==> src/rtl/grd_pipe_ctrl.sv <==
// valid shift line and two-word output buffer of the pipeline
module grd_pipe_ctrl #(
    parameter int STAGES = 8,
    parameter int DATA_W = 8
) (
    input  logic              clk,
    input  logic              rst_n,
    input  logic              in_valid,
    output logic              in_ready,
    output logic              advance,
    input  logic [DATA_W-1:0] push_data,
    output logic              out_valid,
    input  logic              out_ready,
    output logic [DATA_W-1:0] out_data
);
    localparam logic [1:0] CNT_EMPTY = 2'd0;
    localparam logic [1:0] CNT_ONE   = 2'd1;
    localparam logic [1:0] CNT_FULL  = 2'd2;

    logic [STAGES-1:0] valid_reg;
    logic [1:0]        count_reg;
    logic [1:0]        count_next;
    logic [DATA_W-1:0] buf0_reg;
    logic [DATA_W-1:0] buf1_reg;
    logic              push;
    logic              pop;

    assign advance   = (count_reg != CNT_FULL) | out_ready;
    assign in_ready  = advance;
    assign out_valid = (count_reg != CNT_EMPTY);
    assign out_data  = buf0_reg;
    assign push      = advance & valid_reg[STAGES-1];
    assign pop       = out_valid & out_ready;

    always_comb
    begin
        count_next = count_reg;
        if (push & ~pop)
        begin
            count_next = count_reg + 2'd1;
        end
        else if (pop & ~push)
        begin
            count_next = count_reg - 2'd1;
        end
    end

    always_ff @(posedge clk or negedge rst_n)
    begin
        if (!rst_n)
        begin
            valid_reg <= '0;
            count_reg <= CNT_EMPTY;
        end
        else
        begin
            if (advance)
            begin
                valid_reg <= {valid_reg[STAGES-2:0], in_valid};
            end
            count_reg <= count_next;
        end
    end

    always_ff @(posedge clk)
    begin
        if (push & pop)
        begin
            if (count_reg == CNT_ONE)
            begin
                buf0_reg <= push_data;
            end
            else
            begin
                buf0_reg <= buf1_reg;
                buf1_reg <= push_data;
            end
        end
        else if (push)
        begin
            if (count_reg == CNT_EMPTY)
            begin
                buf0_reg <= push_data;
            end
            else
            begin
                buf1_reg <= push_data;
            end
        end
        else if (pop)
        begin
            buf0_reg <= buf1_reg;
        end
    end

endmodule

==> config.mk <==
export PLATFORM = sky130hd
export DESIGN_NAME = grd_pipe_ctrl
export DESIGN_NICKNAME = d
export VERILOG_FILES = /design/src/rtl/grd_pipe_ctrl.sv
export SDC_FILE = /design/constraint.sdc
export NUM_CORES = 1
export LEC_CHECK = 0
export ABC_AREA = 1
export BUFFER_PORTS_ARGS = -buffer_cell sky130_fd_sc_hd__buf_2
export CORE_UTILIZATION = 59
export CTS_BUF_LIST = sky130_fd_sc_hd__clkbuf_8
export DETAILED_ROUTE_END_ITERATION = 8
export HOLD_SLACK_MARGIN = 0.06
export PLACE_DENSITY = 0.84
export SLEW_MARGIN = 20
export SYNTH_ARGS = -nofsm -noshare
export SYNTH_HDL_FRONTEND = slang
export SYNTH_SLANG_ARGS = --single-unit
==> constraint.sdc <==
create_clock -name clk -period 5.1 [get_ports clk]
set_clock_uncertainty 0.1 [all_clocks]
set_input_delay 0.255 -clock clk [delete_from_list [all_inputs] [get_ports clk]]
set_output_delay 0.255 -clock clk [all_outputs]
set_load 0.03 [all_outputs]
==> run_results.csv <==
group,metric,value,unit
status,status,"complete, but fails checks",
status,violations,"design-rule violations",
clock_tree,cts_buffers,3,
timing,finalCritPeriodShare,54.9,%
timing,relSlewSlack,54.0,%
clock_tree,root_buffer,"clkbuf_8",
pwr,power.switching,420,uW
floorplanning,dieArea,0.00247,mm2
global_route,use_met3,3.09,%
drt,first_iter_violations,41,
drt,drtAntennaViolNets,0,
pwr,powerDensity,665,mW/mm2
drt,vias,969,
yosys,synth-seq-area-share,54.5,%
floorplanning,die_w,49.7,um
worst_setup_path,critical_path_peak_fanout,27,
yosys,avgSynthCellArea,9.50,um2
pwr,p_leak,0.000730,uW
worst_setup_path,worstPathCellList,"inv_1 > ha_1 > nand2_4 > nand2_4 > inv_1 > ha_1 > inv_2 > nor2_1 > a21oi_1 > nor2_1",
global_route,grt_max_degree,28,
worst_setup_path,critPathArrivalTime,2.61,ns
cells_and_area,syn_to_final_growth,9.24,%
cells_and_area,seq_area,731,um2
job,maxCapViolCount,0,
pwr,finalPower,973,uW
floorplanning,ios,23,
yosys,synthXorXnorAreaFrac,1.31,%
worst_setup_path,worst_setup_path_start_kind,"flop",
worst_setup_path,crit_required,4.91,ns
global_route,grt_remaining_overflow,0,
clock_tree,clk_latency,0.26,ns
cells_and_area,nFillCells,149,
cells_and_area,num_antenna_cells,0,
yosys,synth_top_area_share,35.9,%
yosys,synth_mux_area_share,0,%
timing,rsz0062_at_grt,"no",
drt,drc,1,
pwr,swShare,43.2,%
drt,wirelength,2180,um
yosys,ys_seq_elements,26,
yosys,synth_cells,141,
floorplanning,core,0.00204,mm2
yosys,synth_area_leader_cell,"edfxtp_1",
global_route,grt_pass1_wl,3510,um
global_route,antenna_found_initial,0,
worst_setup_path,critPathKind,"reg -> reg",
cells_and_area,layout_commonest_cell,"nand2_1",
worst_setup_path,critPathSlowestCell,"nor2_1",
pwr,p_clk_share,11.6,%
yosys,synth-simple-area-share,17.7,%
global_route,grt_pass1_vias,809,
drt,viasPerCell,5.18,
yosys,synth_top_family_by_area,"simple AND/OR/NAND/NOR gates",
global_route,gr-usage-met2,28.2,%
placement,portBuffers,22,
yosys,synthAdderAreaFrac,4.67,%
clock_tree,cts_tree,"done",
timing,fmax,357,MHz
cells_and_area,multiInputGateArea,433,um2
yosys,synth_compound_area_share,8.59,%
timing,finalSetupViolCount,0,
timing,fin_setup_tns,0,ns
floorplanning,dieHeight,49.7,um
cells_and_area,final_cell_mix,"nand2_1, inv_1, buf_2, nand3_1, edfxtp_1",
floorplanning,start_util,65.6,%
yosys,ys_top_cells_by_area,"edfxtp_1, dfrtp_1, nand2_1",
global_route,use_met1,28.7,%
clock_tree,cts_resized,0,
timing,worst_slew_pin_slew,0.686,ns
clock_tree,path_clk_slew,0.08,ns
pwr,comb_power_share,46.1,%
yosys,syn_area,0.00134,mm2
yosys,synth_warnings,0,
yosys,synth_cell_types,17,
cells_and_area,layout-drive-gt1-share,18.1,%
pwr,share_seq_of_total_power,42.3,%
cells_and_area,fin_nets,178,
timing,final_hold_viol_count,0,
timing,drv_slew,0,
drt,wire_per_inst,11.7,um
worst_setup_path,slowest_delay,0.47,ns
worst_setup_path,endpoint_kind,"flop",
min_path,hold_class,"in -> reg",
clock_tree,cts.sink_count,26,
floorplanning,fp-row-count,16,
clock_tree,clock_path_buffers,2,
pwr,max-vdd-ir-drop,0.410,mV
clock_tree,cts_htree_levels,1,
global_route,busiest_layer,"met1",
timing,period_needed,2.80,ns
placement,place_congestion,0.841,
placement,hpwl,1640,um
yosys,syn-num-nets,158,
pwr,power.internal,553,uW
timing,hold_ws,0.0756,ns
global_route,grt_util_all_layers,19.2,%
drt,drtPass1Iterations,8,
==> metrics by stage <==
| stage | cell area, um2 | util [%] | setup WS, ns | std cells |
|---|---|---|---|---|
| finish | 1460 | 71.7 | 2.30 | 187 |
| detailed placement | 1410 | 69.0 | 2.33 | 182 |
| floorplan | 1340 | - | 2.76 | 141 |
| CTS | 1460 | 71.7 | 2.30 | 187 |
| global route | 1460 | 71.7 | 2.11 | 187 |
| global placement | 1410 | 69.0 | 2.45 | 182 |
==> synth_stat cells (all sizes together) <==
cell type and count:
buf 8, edfxtp 16, nand2 31, xor2 1
o21ai 6, xnor2 1, dfrtp 10, inv 27
nor2 7, o211ai 8, ha 5, nand3 16
a21oi 5
==> logic make-up (layout without fill, tap and decap cells) <==
kind of cell	count (synthesis)	count (layout)
adder cells (fa/ha/maj)	5	5
flip-flops	26	26
AND/OR/NAND/NOR	54	54
XOR/XNOR	2	2
AO/OA/AOI/OAI	19	19
buffers and inverters	35	54
==> metal layers <==
metal / share of wire [%] / wire (um)
met4: 1.3 / 29
met3: 7.2 / 158
met1: 45 / 985
met5: 0 / 0
met2: 46 / 1010
==> cell type report <==
| type | count | area share, % |
|---|---|---|
| sequential | 26 | 49.9 |
| multi-input combinational | 80 | 29.6 |
| clock inverter | 1 | 0.256 |
| timing repair buffer | 23 | 8.21 |
| clock buffer | 3 | 2.82 |
| tap | 27 | 2.31 |
| inverter | 27 | 6.92 |
==> timing repair <==
item,in CTS,in global routing
endpoints found under the setup margin,0,0
setup buffers,0,0
hold buffers,1,0
hold endpoints to repair,10,0
==> worst paths after layout <==
check	from	endpoint	slack [ns]	cells after the start
worst max-delay path	count_reg[0]$_DFFE_PN0P_	buf1_reg[5]$_DFFE_PP_	2.30	10
worst min-delay path	push_data[0]	buf1_reg[0]$_DFFE_PP_	0.08	1
worst max register to register	count_reg[0]$_DFFE_PN0P_	buf1_reg[5]$_DFFE_PP_	2.30	10
worst min register to register	valid_reg[1]$_DFFE_PN0P_	valid_reg[2]$_DFFE_PN0P_	0.39	2
max in group asynchronous	rst_n	valid_reg[3]$_DFFE_PN0P_	4.46	2
min in group asynchronous	rst_n	valid_reg[1]$_DFFE_PN0P_	0.26	2
==> power groups by stage <==
stage               Clock, uW  Combinational (uW)  Sequential (uW)
CTS                       114                 450              412
detailed placement          0                 446              417
global route              123                 499              423
global placement            0                 432              408
floorplan                   0                 330              465
finish                    113                 449              412
==> worst max-delay path: cells and delay by family (launching register included) <==
| kind | cells | cell delay [ns] |
|---|---|---|
| compound gates | 1 | 0.05 |
| fa+ha+maj | 2 | 0.59 |
| buf+inv | 3 | 0.34 |
| flops | 1 | 0.39 |
| simple gates | 4 | 0.97 |
(Power assumes the default switching activity.)
