===== config.mk =====
export PLATFORM = sky130hd
export DESIGN_NAME = grd_isqrt
export DESIGN_NICKNAME = d
export VERILOG_FILES = /design/src/rtl/grd_pkg.sv /design/src/rtl/grd_isqrt.sv
export SDC_FILE = /design/constraint.sdc
export NUM_CORES = 2
export LEC_CHECK = 0
export ABC_AREA = 1
export BUFFER_PORTS_ARGS = -buffer_cell sky130_fd_sc_hd__buf_2
export CAP_MARGIN = 20
export CORE_MARGIN = 1.5
export CORE_UTILIZATION = 30
export DETAILED_ROUTE_END_ITERATION = 8
export HOLD_SLACK_MARGIN = 0.15
export SETUP_SLACK_MARGIN = 0.15
export SLEW_MARGIN = 20
export SYNTH_ARGS = -nofsm -noshare
export SYNTH_HDL_FRONTEND = slang
export SYNTH_SLANG_ARGS = --single-unit

===== constraint.sdc =====
create_clock -name clk -period 4.9 [get_ports clk]
set_input_delay 0.49 -clock clk [delete_from_list [all_inputs] [get_ports clk]]
set_output_delay 0.49 -clock clk [all_outputs]
set_load 0.05 [all_outputs]

===== src/rtl/grd_pkg.sv =====
// shared types and constants of the granular radial distribution pipeline
package grd_pkg;

    // field and register widths
    localparam int VF_W   = 16;   // volume fraction, Q0.16
    localparam int MP_W   = 16;   // maximum packing, Q0.16
    localparam int PC_W   = 14;   // packing coefficient, Q2.12
    localparam int CFG_W  = 16;   // widest register
    localparam int CFG_AW = 1;    // register index
    localparam int RES_W  = 32;   // result words

    // intermediate widths
    localparam int U_W    = 17;   // 1 - a
    localparam int U2_W   = 33;
    localparam int U3_W   = 49;
    localparam int U4_W   = 64;
    localparam int D_W    = 16;   // m - a
    localparam int DD_W   = 32;
    localparam int W_W    = 18;   // 4m - a
    localparam int CA_W   = 30;
    localparam int CAA_W  = 46;
    localparam int CAW_W  = 48;
    localparam int NUM_W  = 18;   // g0 and g0' numerators of the first terms
    localparam int RAD_W  = 48;   // (m - a) * 2^32
    localparam int ROOT_W = 24;
    localparam int DS_W   = 40;
    localparam int DDS_W  = 56;

    localparam int FRONT_STAGES = 3;
    localparam int DEN_STAGES   = 1;
    localparam int DIV_STAGES   = RES_W + 1;

    localparam logic [MP_W-1:0]   MP_RESET      = 16'd41288;
    localparam logic [PC_W-1:0]   PC_RESET      = 14'd9068;
    localparam logic [U_W-1:0]    ONE_Q16       = 17'h10000;
    localparam logic [NUM_W-1:0]  TWO_Q16       = 18'd131072;
    localparam logic [NUM_W-1:0]  FIVE_HALF_Q16 = 18'd163840;

    typedef enum logic [CFG_AW-1:0] {
        REG_MAX_PACKING   = 1'b0,
        REG_PACKING_COEFF = 1'b1
    } cfg_reg_t;

    typedef struct packed {
        logic at_max;      // fraction at or above packing
        logic zero_frac;   // fraction is zero
    } grd_flags_t;

    typedef struct packed {
        grd_flags_t        flags;
        logic [VF_W-1:0]   a;
        logic [D_W-1:0]    d;
        logic [DD_W-1:0]   dd;
        logic [U3_W-1:0]   u3;
        logic [U4_W-1:0]   u4;
        logic [CAA_W-1:0]  caa;
        logic [CAW_W-1:0]  caw;
    } grd_sq_tag_t;

    typedef struct packed {
        logic              saturated;
        logic [RES_W-1:0]  rdf_slope;
        logic [RES_W-1:0]  rdf_value;
    } grd_result_t;

endpackage


===== src/rtl/grd_isqrt.sv =====
// pipelined integer square root, one root bit per stage
module grd_isqrt #(
    parameter int IN_W  = 48,
    parameter int TAG_W = 1
) (
    input  logic                clk,
    input  logic                en,
    input  logic [IN_W-1:0]     rad,
    input  logic [TAG_W-1:0]    tag_in,
    output logic [IN_W/2-1:0]   root,
    output logic [TAG_W-1:0]    tag_out
);
    import grd_pkg::*;

    localparam int OUT_W = IN_W / 2;
    localparam int RW    = OUT_W + 2;

    logic [RW-1:0]    rem_reg  [0:OUT_W-2];
    logic [IN_W-1:0]  rad_reg  [0:OUT_W-2];
    logic [OUT_W-1:0] root_reg [0:OUT_W-1];
    logic [TAG_W-1:0] tag_reg  [0:OUT_W-1];

    for (genvar k = 0; k < OUT_W; k++)
    begin : g_step
        logic [RW-1:0]    rem_p;
        logic [OUT_W-1:0] root_p;
        logic [IN_W-1:0]  rad_p;
        logic [TAG_W-1:0] tag_p;
        logic [RW-1:0]    rem_sh;
        logic [RW-1:0]    trial;
        logic             take;

        if (k == 0)
        begin : g_first
            assign rem_p  = '0;
            assign root_p = '0;
            assign rad_p  = rad;
            assign tag_p  = tag_in;
        end
        else
        begin : g_next
            assign rem_p  = rem_reg[k-1];
            assign root_p = root_reg[k-1];
            assign rad_p  = rad_reg[k-1];
            assign tag_p  = tag_reg[k-1];
        end

        assign rem_sh = {rem_p[RW-3:0], rad_p[IN_W-1 -: 2]};
        assign trial  = {root_p, 2'b01};
        assign take   = (rem_sh >= trial);

        always_ff @(posedge clk)
        begin
            if (en)
            begin
                root_reg[k] <= {root_p[OUT_W-2:0], take};
                tag_reg[k]  <= tag_p;
            end
        end

        if (k < OUT_W - 1)
        begin : g_carry
            always_ff @(posedge clk)
            begin
                if (en)
                begin
                    rem_reg[k] <= take ? (rem_sh - trial) : rem_sh;
                    rad_reg[k] <= rad_p << 2;
                end
            end
        end
    end

    assign root    = root_reg[OUT_W-1];
    assign tag_out = tag_reg[OUT_W-1];

endmodule


==> flow_summary.toml <==
[routing]
dr.pass1.iters = 9
vias = 54800
drt.antenna.violating_nets = 0
wirelength_um = 187000
drc = 0
initialDrtViolationCount = 4126
viasPerCell = 4.53
wl_per_cell_um = 15.5

[synth]
syn-mean-instance-area_um2 = 8.96
syn_inst = 8385
synth_edf_count = 1398
synth_top_family_by_area = "simple AND/OR/NAND/NOR gates"
muxShareOfSynthArea_pct = 0
syn_area_mm2 = 0.0751
synth-simple-area-share_pct = 24.5
synthArstFlopShare_pct = 0
synth_top_cell_area_share_pct = 55.9
seq_area_frac_synth_pct = 55.9
synth_area_leaders = "edfxtp_1 (56%), nand2_1 (14%), inv_1 (7.2%)"
synthFlopType = "edfxtp_1"
synth-xor-area-share_pct = 2.55
synth-adder-area-share_pct = 5.41
yosys_register_bits = 1398
synth_fp_nets = 8761
yosysTopAreaCell = "edfxtp_1"
synth_warnings = 0
synth_compound_area_share_pct = 3.60
synth.distinct_cells = 55

[min_path]
hp-class = "input port to flop"

[sta]
drv_slew = 0
setup_slack_ps = 1810
fmax_mhz = 324
worst_slew_pin_slew_ps = 990
finClkSkew_ps = 67.6
rsz0062_at_grt = "no"
setup_viol = 0
period_needed_ps = 3090
fin_tns_setup_ps = 0
period_share_pct = 63.1
relSlewSlack_pct = 34.0
finalHoldViolCount = 0

[placed_design]
place.port_buffers = 75
dpl_worst_slack_ps = 1800
dpl.hpwl_um = 142000
gp_congestion = 0.910

[global_route]
grt_start_max_net_pins = 134
antenna_found_initial = 2
grt_pass1_vias = 53100
grt_pass1_wl_um = 294000
track_usage_pct = 14.6
overflow = 0

[setup_path]
reg2reg_to = "rem_reg[2][100]$_DFFE_PP_"
startpoint = "rem_reg[2][58]$_DFFE_PP_"
worstPathArrival_ps = 3600
cp_max_fo = 24
crit_end = "rem_reg[2][100]$_DFFE_PP_"
critPathKind = "flop to flop"
critPathRequiredTime_ps = 5410
startpoint_type = "flop"
cp-end-kind = "flop"
ff2ff_path_depth = 10
r2r_start = "rem_reg[2][58]$_DFFE_PP_"
r2r_slack_ps = 1810

[final_layout]
final_nets = 9007
fillerInstances = 25400
antenna_cells = 0
layout_common_cells = "nand2_1 (2855), inv_1 (1443), edfxtp_1 (1398)"
drive_above_1_share_pct = 5.30
regArea_mm2 = 0.0420
areaGrowthSynthToFinish_pct = 13.6
final_common_cell = "nand2_1"
multi_input_area_mm2 = 0.0271
largest_reg_flops = 552

[floorplanning]
core_mm2 = 0.249
rows = 183
fp.dieH_um = 503
die_area_mm2 = 0.253
initial_utilization_pct = 30.2
pin_count = 76
die_width_um = 503

[clock_network]
h-tree-depth = 4
cts_buffer_depth = 3
postCtsResizedCells = 0
cts.sinks = 1398
numCtsBuffers = 163
clock_insertion_delay_worst_skew_ps = 830
tritoncts = "built"
cts_root_buffer = "clkbuf_16"
cts_setup_buffers = 0
clk_pin_slew_worst_paths_ps = 60

[pwr]
power.density_mw_per_mm2 = 411
peakVddDrop_uv = 403
power.leakage_nw = 38.2

[status]
status = "finished, final reports clean"

[run]
maxCapViolations = 0
==> repair_timing <==
action / 4_1_cts / 5_1_grt
endpoints found under the setup margin: 0 / 0
hold buffers: 50 / 0
endpoints found under the hold margin: 50 / 0
==> kinds of logic after synthesis <==
kind of cell	Yosys count
buf+inv	1534
xor+xnor	219
compound gates	513
simple gates	4395
fa+ha+maj	325
other cells	1
flops	1398
==> how the worst min path moves through the flow <==
| stage | start | to | slack (ps) | cells past startpoint |
|---|---|---|---|---|
| floorplan | rad_reg[0][52]$_DFFE_PP_ | rad_reg[0][100]$_DFFE_PP_ | 400 | 0 |
| finish | en | rad_reg[0][215]$_DFFE_PP_ | 220 | 1 |
| global placement | rad_reg[0][219]$_DFFE_PP_ | rad_reg[0][267]$_DFFE_PP_ | 400 | 0 |
| global route | en | rad_reg[0][215]$_DFFE_PP_ | 240 | 1 |
| CTS | en | rad_reg[0][167]$_DFFE_PP_ | 210 | 1 |
| detailed placement | rad_reg[0][57]$_DFFE_PP_ | rad_reg[0][105]$_DFFE_PP_ | 400 | 0 |
==> per-layer routing <==
| metal | GRT usage [%] | vias up | share of wire, % |
|---|---|---|---|
| met5 | 0 | - | 0 |
| met4 | 4.78 | 0 | 3.0 |
| met3 | 2.22 | 325 | 4.8 |
| met2 | 24.0 | 1312 | 46 |
| met1 | 19.7 | 25500 | 46 |
| li1 | - | 27600 | - |
==> final cells by class <==
cell class	count	share of cell area [%]
tap	3330	4.88
clock buffer	198	4.93
sequential	1398	49.2
timing repair buffer	155	1.44
inverter	1460	6.42
clock inverter	96	1.44
multi-input combinational	5453	31.7
==> Yosys cell counts (4+ instances only) <==
cell type / count
nand2_1: 2855
inv_1: 1443
edfxtp_1: 1398
nor2_1: 680
nand3_1: 440
ha_1: 325
a21oi_1: 301
nand4_1: 157
xor2_1: 132
o21ai_0: 115
xnor2_1: 87
nand3b_1: 81
o21ai_1: 61
nor3_1: 46
buf_4: 29
nor2_2: 24
buf_6: 23
buf_2: 20
nand2_2: 20
or2_2: 19
inv_2: 14
o21bai_1: 12
nand3_2: 11
nor4_1: 11
a21oi_2: 9
and3_1: 9
nor2_4: 9
and2_1: 6
nor3b_1: 5
a21oi_4: 4
nand3b_4: 4
or2_0: 4
==> critical path, cell delays in order, from the launching register on <==
cell      delay [ps]
edfxtp_1         390
ha_1             380
nand2_1          170
inv_1             50
nand2_1           60
nand2_1           90
nand3b_1         270
nand2_1          120
nand3_2          510
inv_2            640
a21oi_1          110
==> power by group <==
| part | leakage, nW | internal, mW | switching (mW) | total, mW |
|---|---|---|---|---|
| sequential | 13.4 | 14.8 | 0.927 | 15.7 |
| clock | 2.61 | 7.06 | 5.15 | 12.2 |
| combinational | 22.2 | 2.37 | 4.76 | 7.14 |
| total | 38.2 | 24.2 | 10.8 | 35.1 |
==> through the flow <==
step	power (mW)	area, µm²	hold WS, ps	instances	utilization, %
after floorplan	20.6	75100	400	8385	-
after global placement	23.0	79400	401	11700	31.9
after detailed placement	23.0	79400	405	11700	31.9
after CTS	35.5	85400	206	12100	34.3
after global routing	37.1	85400	240	12100	34.3
final	35.1	85400	222	12100	34.3
Power figures use the tool's default switching activity.
